--- config.mk ---
export PLATFORM = sky130hd
export DESIGN_NAME = plt_mul
export DESIGN_NICKNAME = d
export VERILOG_FILES = /design/src/rtl/assert_macros.svh /design/src/rtl/plt_pkg.sv /design/src/rtl/plt_mul.sv
export SDC_FILE = /design/constraint.sdc
export NUM_CORES = 2
export LEC_CHECK = 0
export ABC_CLOCK_PERIOD_IN_PS = 11780
export BUFFER_PORTS_ARGS = -buffer_cell sky130_fd_sc_hd__buf_2
export CAP_MARGIN = 20
export CORE_MARGIN = 2
export CORE_UTILIZATION = 55
export DETAILED_ROUTE_END_ITERATION = 16
export PLACE_DENSITY_LB_ADDON = 0.2
export SLEW_MARGIN = 20
export SYNTH_ARGS = -nofsm -noshare
export SYNTH_HDL_FRONTEND = slang
export SYNTH_SLANG_ARGS = --single-unit
--- constraint.sdc ---
create_clock -name clk -period 11.78 [get_ports clk]
set_input_delay 1.178 -clock clk [delete_from_list [all_inputs] [get_ports clk]]
set_output_delay 1.178 -clock clk [all_outputs]
set_load 0.01 [all_outputs]
--- src/rtl/assert_macros.svh ---
// Assertion helpers shared by the RTL; each expects clk and rst_n in scope.
`ifndef ASSERT_MACROS_SVH
`define ASSERT_MACROS_SVH

// Property checked on every rising clock edge, held off while reset is low.
`define ASSERT_CLK(label, prop, msg) \
  label: assert property (@(posedge clk) disable iff (!rst_n) prop) else $error(msg);

// Condition in one cycle implies a consequence in the next.
`define ASSERT_NEXT(label, ante, cons, msg) \
  label: assert property (@(posedge clk) disable iff (!rst_n) ante |=> cons) else $error(msg);

`endif

--- src/rtl/plt_pkg.sv ---
package plt_pkg;

  localparam int MAX_ROWS     = 256;
  localparam int MAX_CHANNELS = 8;
  localparam int CH_TOP       = (MAX_CHANNELS < 8) ? MAX_CHANNELS : 8;
  localparam int MEM_DEPTH    = MAX_ROWS * MAX_CHANNELS;
  localparam int ROW_W        = $clog2(MAX_ROWS);
  localparam int CNT_W        = $clog2(MAX_ROWS + 1);
  localparam int ADDR_W       = $clog2(MEM_DEPTH);
  localparam int NACT_W       = 4;
  localparam int IN_TDATA_W   = 72;
  localparam int OUT_TDATA_W  = 120;
  localparam int CFG_IDX_W    = 1;
  localparam int CFG_DATA_W   = 4;
  localparam int DIV_STEPS    = 64;
  localparam int DIV_CNT_W    = $clog2(DIV_STEPS);

  localparam logic [CFG_IDX_W-1:0] REG_ACTIVE_CH  = 1'd0;
  localparam logic [CFG_IDX_W-1:0] REG_EXTRAP_ERR = 1'd1;

  localparam logic signed [49:0] S48_MAX = 50'sh0_7FFF_FFFF_FFFF;
  localparam logic signed [49:0] S48_MIN = 50'sh3_8000_0000_0000;
  localparam logic [63:0] S32_POS_LIM = 64'h0000_0000_7FFF_FFFF;
  localparam logic [63:0] S32_NEG_LIM = 64'h0000_0000_8000_0000;

  typedef enum logic [1:0] {
    OP_CLEAR  = 2'd0,
    OP_APPEND = 2'd1,
    OP_QUERY  = 2'd2,
    OP_NONE   = 2'd3
  } op_t;

  typedef enum logic [2:0] {
    STS_OK       = 3'd0,
    STS_HELD_LO  = 3'd1,
    STS_HELD_HI  = 3'd2,
    STS_RANGE    = 3'd3,
    STS_NOT_INC  = 3'd4,
    STS_FULL     = 3'd5,
    STS_EMPTY    = 3'd6,
    STS_CH_ORDER = 3'd7
  } status_t;

  typedef struct packed {
    logic        start;
    logic [63:0] dividend;
    logic [31:0] divisor;
  } div_req_t;

  typedef struct packed {
    logic        busy;
    logic        done;
    logic [63:0] quot;
  } div_rsp_t;

  function automatic logic [32:0] mag33(input logic signed [32:0] x);
    return x[32] ? 33'(-x) : 33'(x);
  endfunction

  function automatic logic signed [47:0] sat48(input logic signed [49:0] x);
    logic signed [49:0] y;
    y = x;
    if (x > S48_MAX) y = S48_MAX;
    if (x < S48_MIN) y = S48_MIN;
    return 48'(y);
  endfunction

  function automatic logic [ADDR_W-1:0] row_addr(input logic [ROW_W-1:0] row,
                                                 input logic [2:0] ch);
    return ADDR_W'(row) * ADDR_W'(MAX_CHANNELS) + ADDR_W'(ch);
  endfunction

endpackage

--- src/rtl/plt_mul.sv ---
module plt_mul (
  input  logic        clk,
  input  logic [32:0] a,
  input  logic [32:0] b,
  output logic [63:0] prod_r
);
  import plt_pkg::*;

  logic [65:0] full;

  assign full = a * b;

  // keep the low 64 bits, as a wrapping magnitude product
  always_ff @(posedge clk) begin
    prod_r <= full[63:0];
  end

endmodule

==> results.sh <==
export IMPL_cts_resized=0
export IMPL_synth_xor_area_frac=0.0150
export IMPL_port_buffers=130
export IMPL_clock_sinks=64
export IMPL_muxShareOfSynthArea=0
export IMPL_status="completed"
export IMPL_synth_top_area_cell="fa_1"
export IMPL_detail_route_drc_violations=0
export IMPL_clock_path_buffers=2
export IMPL_largest_register_ffs=64
export IMPL_ys_seq_area_frac=0.0354
export IMPL_final_layout_size_suffix_gt1_frac=0.0437
export IMPL_max_freq_mhz=110
export IMPL_setup_violations=0
export IMPL_synth_avg_cell_area_um2=9.07
export IMPL_synthArstFlopShare=0
export IMPL_synthAdderAreaFrac=0.615
export IMPL_grt_max_degree=34
export IMPL_cts_setup_buffers=0
export IMPL_critPathKind="in -> reg"
export IMPL_synth_top_family_by_area="adder cells"
export IMPL_startpoint_type="input port"
export IMPL_tns_ns=0
export IMPL_synth_warnings=0
export IMPL_rsz0062_at_grt="no"
export IMPL_rows=94
export IMPL_syn_inst=3993
export IMPL_gr_total_overflow=0
export IMPL_top_regs="prod_r: 64 flops"
export IMPL_crit_required_ns=12.06
export IMPL_setup_worst_path_end_class="flip-flop"
export IMPL_drtIter0Drc=1480
export IMPL_yosysMostFrequentCell="inv_1"
export IMPL_worstPathArrival_ns=9.39
export IMPL_antenna_found_initial=1
export IMPL_dp_hpwl_um=75700
export IMPL_cts_tree="yes"
export IMPL_worstMarginPinSlew_ns=0.903
export IMPL_wire_per_inst_um=19.8
export IMPL_grt_pass1_wl_um=155000
export IMPL_slowest_stage="o31ai_1"
export IMPL_die_y_um=261
export IMPL_hold_path_class="in -> reg"
export IMPL_synth_nets=5267
export IMPL_worstSetupStartpoint="a[17]"
export IMPL_numCtsBuffers=9
export IMPL_synthFlopType="dfxtp_1"
export IMPL_grt_pass1_vias=28541
export IMPL_finalCritPeriodShare=0.773
export IMPL_syn2layout_area_growth_pct=3.73
export IMPL_regMostFlops="prod_r"
export IMPL_drt_pre_antenna_iters=6
export IMPL_clockRootBuffer="clkbuf_16"
export IMPL_die_x_um=261
export IMPL_viasPerCell=5.39
export IMPL_crit_fanout=33
export IMPL_track_usage=0.298
export IMPL_crit_path_end="prod_r[60]$_DFF_P_"
export IMPL_layout_core_utilization=0.574
export IMPL_synth_edff_count=0
export IMPL_coreArea_um2=65500
export IMPL_syn_cell_area_um2=36200
export IMPL_initial_core_util=0.553
export IMPL_hold_viol=0
export IMPL_drv_cap=0
export IMPL_cts_hold_buffers=0
export IMPL_cts_clk_slew_worst_paths_ns=0.06
export IMPL_ys_top_cells_by_count="1027 x inv_1, 957 x fa_1, 570 x and2_1, 557 x nand2_1, 250 x ha_1"
export IMPL_synth_cell_types=58
export IMPL_ios=131
export IMPL_critPathMaxStageDelay_ns=0.56
export IMPL_synth_simple_area_share=0.173
export IMPL_yosys_top_cells_area="fa_1 53%, inv_1 11%, and2_1 9.8%"
export IMPL_vias=25895
export IMPL_dieArea_um2=67900
export IMPL_max_slew_margin=0.398
export IMPL_min_period_ns=9.11
export IMPL_htree_levels=3
export IMPL_place_congestion=0.887
export IMPL_drt_total_wl_um=95300
export IMPL_ant_nets=0
export IMPL_synth_seq_cells=64
export IMPL_synth_top_cell_area_share=0.529
export IMPL_fin_nets=5209
export IMPL_synth_compound_area_frac=0.0328
export IMPL_drv_slew=0
layout make-up:
type / count / area [µm²]
clock inverter: 7 / 71.3
timing repair buffer: 148 / 786
fill: 5852 / 27900
multi-input combinational: 2685 / 30300
tap: 864 / 1080
sequential: 64 / 1280
antenna: 1 / 2.50
inverter: 1027 / 3850
clock buffer: 9 / 225
worst min-delay path by stage:
stage                        from           endpoint  slack (ns)  depth (start not counted)
2_1_floorplan                a[0]  prod_r[0]$_DFF_P_        1.31                          1
4_1_cts                      b[0]  prod_r[0]$_DFF_P_        1.41                          2
3_5_place_dp   prod_r[27]$_DFF_P_         prod_r[27]        1.57                          1
3_3_place_gp   prod_r[28]$_DFF_P_         prod_r[28]        1.57                          1
6_report                     b[0]  prod_r[0]$_DFF_P_        1.43                          2
5_1_grt                      b[0]  prod_r[0]$_DFF_P_        1.43                          2
routing by layer:
| layer | wire (µm) | GRT usage | vias up |
|---|---|---|---|
| met5 | 0 | 0 | - |
| met3 | 3730 | 0.0197 | 206 |
| li1 | - | - | 11249 |
| met2 | 50100 | 0.536 | 784 |
| met1 | 36800 | 0.371 | 13656 |
| met4 | 4680 | 0.126 | 0 |
worst max-delay path, delay by kind of cell:
family	cells	cell delay [ns]
AND/OR/NAND/NOR	2	0.57
AO/OA/AOI/OAI	8	2.31
XOR/XNOR	1	0.14
buffers and inverters	9	0.76
adder cells (fa/ha/maj)	9	4.37
logic make-up (layout without fill, tap and decap cells):
family | count (synthesis) | in the layout
buffers and inverters | 1244 | 1191
AND/OR/NAND/NOR | 1233 | 1233
adder cells (fa/ha/maj) | 1207 | 1207
AO/OA/AOI/OAI | 183 | 183
flip-flops | 64 | 64
XOR/XNOR | 62 | 62
other | 0 | 1
per-stage QoR:
step / hold WS, ns / area (µm²) / std cells / setup WS (ns)
2_1_floorplan: 1.31 / 36200 / 3993 / 3.60
3_3_place_gp: 1.57 / 37300 / 4788 / 2.45
3_5_place_dp: 1.57 / 37300 / 4788 / 2.42
4_1_cts: 1.41 / 37600 / 4804 / 2.79
5_1_grt: 1.43 / 37600 / 4804 / 2.39
6_report: 1.43 / 37600 / 4805 / 2.67
layout by cell type, fill, tap and decap left out, types with 3 or more instances in the layout:
cell type / count
nand4_1: 16
and4_1: 5
xor2_1: 19
o21ai_0: 26
dfxtp_1: 64
xnor2_1: 43
nor3_1: 8
o211ai_1: 9
o21a_1: 7
ha_1: 250
nand2_1: 557
buf_2: 130
a21o_1: 20
nor2_1: 27
clkinvlp_4: 3
clkbuf_16: 9
and2_1: 570
inv_1: 1027
nand2b_1: 5
buf_4: 18
nor2b_1: 7
a21oi_1: 65
and3_1: 8
fa_1: 957
nand3_1: 14
nor4_1: 3
o21bai_1: 12
a31oi_1: 6
a211oi_1: 7
Power is left out: the tool's default activity adds up to more than one toggle a clock period on the data nets, which glitch-free logic cannot reach.
