[src/rtl/assert_macros.svh]
// Assertion helpers shared by the RTL; each expects clk and rst_n in scope.
`ifndef ASSERT_MACROS_SVH
`define ASSERT_MACROS_SVH

// Property checked on every rising clock edge, held off while reset is low.
`define ASSERT_CLK(label, prop, msg) \
  label: assert property (@(posedge clk) disable iff (!rst_n) prop) else $error(msg);

// Condition in one cycle implies a consequence in the next.
`define ASSERT_NEXT(label, ante, cons, msg) \
  label: assert property (@(posedge clk) disable iff (!rst_n) ante |=> cons) else $error(msg);

`endif

[src/rtl/plt_pkg.sv]
package plt_pkg;

  localparam int MAX_ROWS     = 256;
  localparam int MAX_CHANNELS = 8;
  localparam int CH_TOP       = (MAX_CHANNELS < 8) ? MAX_CHANNELS : 8;
  localparam int MEM_DEPTH    = MAX_ROWS * MAX_CHANNELS;
  localparam int ROW_W        = $clog2(MAX_ROWS);
  localparam int CNT_W        = $clog2(MAX_ROWS + 1);
  localparam int ADDR_W       = $clog2(MEM_DEPTH);
  localparam int NACT_W       = 4;
  localparam int IN_TDATA_W   = 72;
  localparam int OUT_TDATA_W  = 120;
  localparam int CFG_IDX_W    = 1;
  localparam int CFG_DATA_W   = 4;
  localparam int DIV_STEPS    = 64;
  localparam int DIV_CNT_W    = $clog2(DIV_STEPS);

  localparam logic [CFG_IDX_W-1:0] REG_ACTIVE_CH  = 1'd0;
  localparam logic [CFG_IDX_W-1:0] REG_EXTRAP_ERR = 1'd1;

  localparam logic signed [49:0] S48_MAX = 50'sh0_7FFF_FFFF_FFFF;
  localparam logic signed [49:0] S48_MIN = 50'sh3_8000_0000_0000;
  localparam logic [63:0] S32_POS_LIM = 64'h0000_0000_7FFF_FFFF;
  localparam logic [63:0] S32_NEG_LIM = 64'h0000_0000_8000_0000;

  typedef enum logic [1:0] {
    OP_CLEAR  = 2'd0,
    OP_APPEND = 2'd1,
    OP_QUERY  = 2'd2,
    OP_NONE   = 2'd3
  } op_t;

  typedef enum logic [2:0] {
    STS_OK       = 3'd0,
    STS_HELD_LO  = 3'd1,
    STS_HELD_HI  = 3'd2,
    STS_RANGE    = 3'd3,
    STS_NOT_INC  = 3'd4,
    STS_FULL     = 3'd5,
    STS_EMPTY    = 3'd6,
    STS_CH_ORDER = 3'd7
  } status_t;

  typedef struct packed {
    logic        start;
    logic [63:0] dividend;
    logic [31:0] divisor;
  } div_req_t;

  typedef struct packed {
    logic        busy;
    logic        done;
    logic [63:0] quot;
  } div_rsp_t;

  function automatic logic [32:0] mag33(input logic signed [32:0] x);
    return x[32] ? 33'(-x) : 33'(x);
  endfunction

  function automatic logic signed [47:0] sat48(input logic signed [49:0] x);
    logic signed [49:0] y;
    y = x;
    if (x > S48_MAX) y = S48_MAX;
    if (x < S48_MIN) y = S48_MIN;
    return 48'(y);
  endfunction

  function automatic logic [ADDR_W-1:0] row_addr(input logic [ROW_W-1:0] row,
                                                 input logic [2:0] ch);
    return ADDR_W'(row) * ADDR_W'(MAX_CHANNELS) + ADDR_W'(ch);
  endfunction

endpackage

[src/rtl/plt_div.sv]
`include "assert_macros.svh"

module plt_div (
  input  logic              clk,
  input  logic              rst_n,
  input  plt_pkg::div_req_t req,
  output plt_pkg::div_rsp_t rsp
);
  import plt_pkg::*;

  logic [31:0]          rem_r;
  logic [63:0]          dq_r;
  logic [31:0]          dvs_r;
  logic [DIV_CNT_W-1:0] cnt_r;
  logic                 busy_r;
  logic                 done_r;
  logic [32:0]          rem_sh;
  logic [32:0]          rem_sub;
  logic                 ge;

  // restoring step: one quotient bit per cycle
  assign rem_sh  = {rem_r, dq_r[63]};
  assign ge      = rem_sh >= {1'b0, dvs_r};
  assign rem_sub = rem_sh - {1'b0, dvs_r};

  always_ff @(posedge clk) begin
    if (!rst_n) begin
      busy_r <= 1'b0;
      done_r <= 1'b0;
      cnt_r  <= '0;
    end else begin
      done_r <= 1'b0;
      if (req.start) begin
        busy_r <= 1'b1;
        cnt_r  <= '0;
      end else if (busy_r) begin
        cnt_r <= cnt_r + DIV_CNT_W'(1);
        if (cnt_r == DIV_CNT_W'(DIV_STEPS - 1)) begin
          busy_r <= 1'b0;
          done_r <= 1'b1;
        end
      end
    end
  end

  always_ff @(posedge clk) begin
    if (req.start) begin
      rem_r <= '0;
      dq_r  <= req.dividend;
      dvs_r <= req.divisor;
    end else if (busy_r) begin
      rem_r <= ge ? rem_sub[31:0] : rem_sh[31:0];
      dq_r  <= {dq_r[62:0], ge};
    end
  end

  assign rsp = '{busy: busy_r, done: done_r, quot: dq_r};

  `ASSERT_CLK(a_div_no_restart, !(req.start && busy_r), "divider restarted mid run")
  `ASSERT_CLK(a_div_done_after_busy, done_r |-> $past(busy_r), "divider done without a run")
  `ASSERT_NEXT(a_div_done_pulse, done_r, !done_r && !busy_r, "divider done held or rerun")

endmodule

[config.mk]
export PLATFORM = sky130hd
export DESIGN_NAME = plt_div
export DESIGN_NICKNAME = d
export VERILOG_FILES = /design/src/rtl/plt_pkg.sv /design/src/rtl/plt_div.sv
export VERILOG_INCLUDE_DIRS = /design/src /design/src/rtl
export SDC_FILE = /design/constraint.sdc
export NUM_CORES = 1
export LEC_CHECK = 0
export BUFFER_PORTS_ARGS = -buffer_cell sky130_fd_sc_hd__clkbuf_2
export CORE_ASPECT_RATIO = 0.9
export CORE_MARGIN = 2
export CORE_UTILIZATION = 55
export DETAILED_ROUTE_END_ITERATION = 16
export PLACE_DENSITY = 0.81
export SLEW_MARGIN = 20
export SYNTH_ARGS = -nofsm -noshare
export SYNTH_HDL_FRONTEND = slang
export SYNTH_SLANG_ARGS = --single-unit
[constraint.sdc]
create_clock -name clk -period 6 [get_ports clk]
set_input_delay 0.3 -clock clk [delete_from_list [all_inputs] [get_ports clk]]
set_output_delay 0.3 -clock clk [all_outputs]
set_load 0.01 [all_outputs]
==> metrics.txt <==
fmax 0.304 GHz; CTS tree built; Routed WL per cell 16.9 um; Data arrival, critical path 3590 ps; main combinational cell family by area after synthesis compound AO/OA/AOI/OAI gates; Post-Syn Nets 817; switching share of power 29.4%; unrepaired setup endpoints after global routing no; most used routing layer met2; clock transition at the registers of the reported paths 60 ps; crit path launch type flop; Least-Margin Pin Slew 950 ps; routed wire length 17,200 um; final setup vio count 0; Post-DP HPWL 12,000 um; Max IR drop VDD 0.244 mV; largest net degree at the start of global routing 78; placed insts 988; Initial DRC Count 424; Final nets 972; area leader, netlist edfxtp_1; Post-CTS Setup Bufs 0; outcome finished clean; DR vias/cell 5.70; Synth top area share 38.8%; number of hold buffers added after cts 0; P&R area growth vs syn 19.5%; Yosys reg bits 136; hold path cells 1; most numerous cell in the Yosys netlist edfxtp_1; final worst-path cycle share 54.9%; initial cell density of the core 56.1%; FF-to-FF End rem_r[16]; fin crit period 3290 ps; routed vias 5,819; number of global-route vias before repair 5,726; LEAKAGE 0.00377 uW; largest cells by area after synthesis edfxtp_1 (39%), dfxtp_1 (11%), mux2_2 (9.8%), ha_1 (5.6%), nand2_1 (3.6%); die width 127 um; synth cell count leaders edfxtp_1 (96), nand2_1 (72), mux2_2 (65), nor2_1 (52), inv_1 (49); met1 Use GR 32.2%; Placer Congestion 0.855; DRC errors left 0; Gate power share 20.9%; slew margin rel. 36.7%; core area 0.0133 mm2; Top FF cell, synth edfxtp_1; simple-gate share of the synthesized area 12.4%; FF-to-FF path depth 10; Req. time, crit path 6300 ps; H-tree level count 4; Fin Setup TNS 0 ps; Yosys warning total 0; die area 0.0145 mm2; first-pass GRT wire length 28,000 um; CTS root buf clkbuf_16; PortBufs 164; post-synth design cell area 0.00744 mm2; Hold Crit Class in -> reg; met2 usage in global routing 38.0%; Final ANT Viol Nets 0; Power Dens Cells 310 mW/mm2; Crit. End Element flop; P_int 1950 uW; sw power 811 uW; CTS resizes 0; skew final 12.0 ps; met3 Track Usage GR 8.55%; Tot GR Track Use 24.3%; register area share after synthesis 49.5%; diodes inserted 0; GRT overflow 0; Max Cap Viol 0; final slew viol count 0; Cell variety after synth 72; Pre-antenna DRT Iters 5; number of synthesized flops with an enable pin 96; critical hold path startpoint req[26]; post-synthesis compound-gate area fraction 14.1%; crit path kind reg -> reg; layout cell share with drive strength beyond 1 33.7%; syn_area_per_cell 10.9 um2; cell row count 40; Clock Latency Late Sink 420 ps; XOR/XNOR share of the synthesized area 2.59%; Post-Synthesis Cells 684; initial antenna violation count 0; Clk pwr share 37.1%; multiplexer area fraction after synthesis 10.3%; Die Y 114 um; CP endpoint rem_r[16]; Crit. Startpoint dvs_r[8]; Ports 165; CTS sink cnt 136; Final Hold Vio Count 0; clock tree buffer depth 2; R2R Setup Slk 2710 ps; fin cells 1,020; Adder-Cell Fraction of Synth Area 5.82%; Num CTS Buffers 17; RR Startpoint dvs_r[8]; ys async rst share 0%; Flop pwr share 42.0%; Finished Core Util 67.0%; crit-path max FO 19
routing by layer:
metal  share of wire [%]  up-vias
li1                    -     2838
met1                  45     2763
met2                  47      193
met3                 7.1       25
met4                 1.6        0
met5                   0        -
state kept, by name, summed over array words and instances, names as in the netlist:
register / count
dq_r: 64
dvs_r: 32
rem_r: 32
cnt_r: 6
busy_r: 1
done_r: 1
final cells by class:
cell class / instances / area (um2)
Sequential cell: 136 / 3680
Timing Repair Buffer: 169 / 861
Clock inverter: 14 / 136
Inverter: 49 / 184
Multi-Input combinational cell: 466 / 3370
Fill cell: 1001 / 4380
Clock buffer: 18 / 439
Tap cell: 168 / 210
worst min-delay path by stage:
stage | slack [ps] | end
CTS | 30 | dvs_r[26]
floorplan | 400 | dvs_r[0]
detailed placement | 480 | dvs_r[21]
global placement | 470 | cnt_r[5]
global route | 30 | dvs_r[13]
finish | 50 | dvs_r[26]
power by group through the flow:
| stage | registers, uW | logic (uW) | clock network [uW] |
|---|---|---|---|
| 2_1_floorplan | 1190 | 385 | 0 |
| 5_1_grt | 1170 | 637 | 1080 |
| 3_5_place_dp | 1180 | 567 | 0 |
| 3_3_place_gp | 1170 | 558 | 0 |
| 6_report | 1160 | 575 | 1020 |
| 4_1_cts | 1160 | 574 | 1040 |
logic make-up after synthesis:
logic type,after synthesis
simple gates,195
fa+ha+maj,34
compound gates,147
flops,136
buf+inv,82
xor+xnor,22
mux,68
stage by stage:
stage / total power [uW] / worst slack (ps) / hold WS, ps / cell area, um2
after floorplan: 1570 / 3400 / 399 / 7440
after global placement: 1730 / 2930 / 475 / 8310
after detailed placement: 1740 / 2850 / 479 / 8310
after CTS: 2770 / 2680 / 32.3 / 8890
after global routing: 2880 / 2350 / 33.1 / 8890
final: 2760 / 2710 / 47.2 / 8890
layout by cell type (no fill, tap or decap), types with 8 or more instances in the layout:
master / Yosys / final
a21oi_1: 35 / 35
a311oi_1: 23 / 23
clkbuf_16: 0 / 17
clkbuf_2: 0 / 163
dfxtp_1: 40 / 39
edfxtp_1: 96 / 96
ha_1: 33 / 33
inv_1: 49 / 49
mux2_2: 65 / 65
nand2_1: 72 / 71
nand3_1: 11 / 11
nand4_1: 8 / 8
nor2_1: 52 / 52
o21ai_0: 21 / 21
xnor2_1: 15 / 15
worst max-delay path, cell delays in order, from the launching register on:
cell and delay (ps):
edfxtp_1 370, inv_1 70, ha_1 280, a21oi_1 230, o21ai_0 160, a21oi_1 320
o211a_1 270, o2111a_1 670, buf_4 360, nand2_1 110, a311oi_1 340
Note: power is estimated with default switching activity, not from simulation.
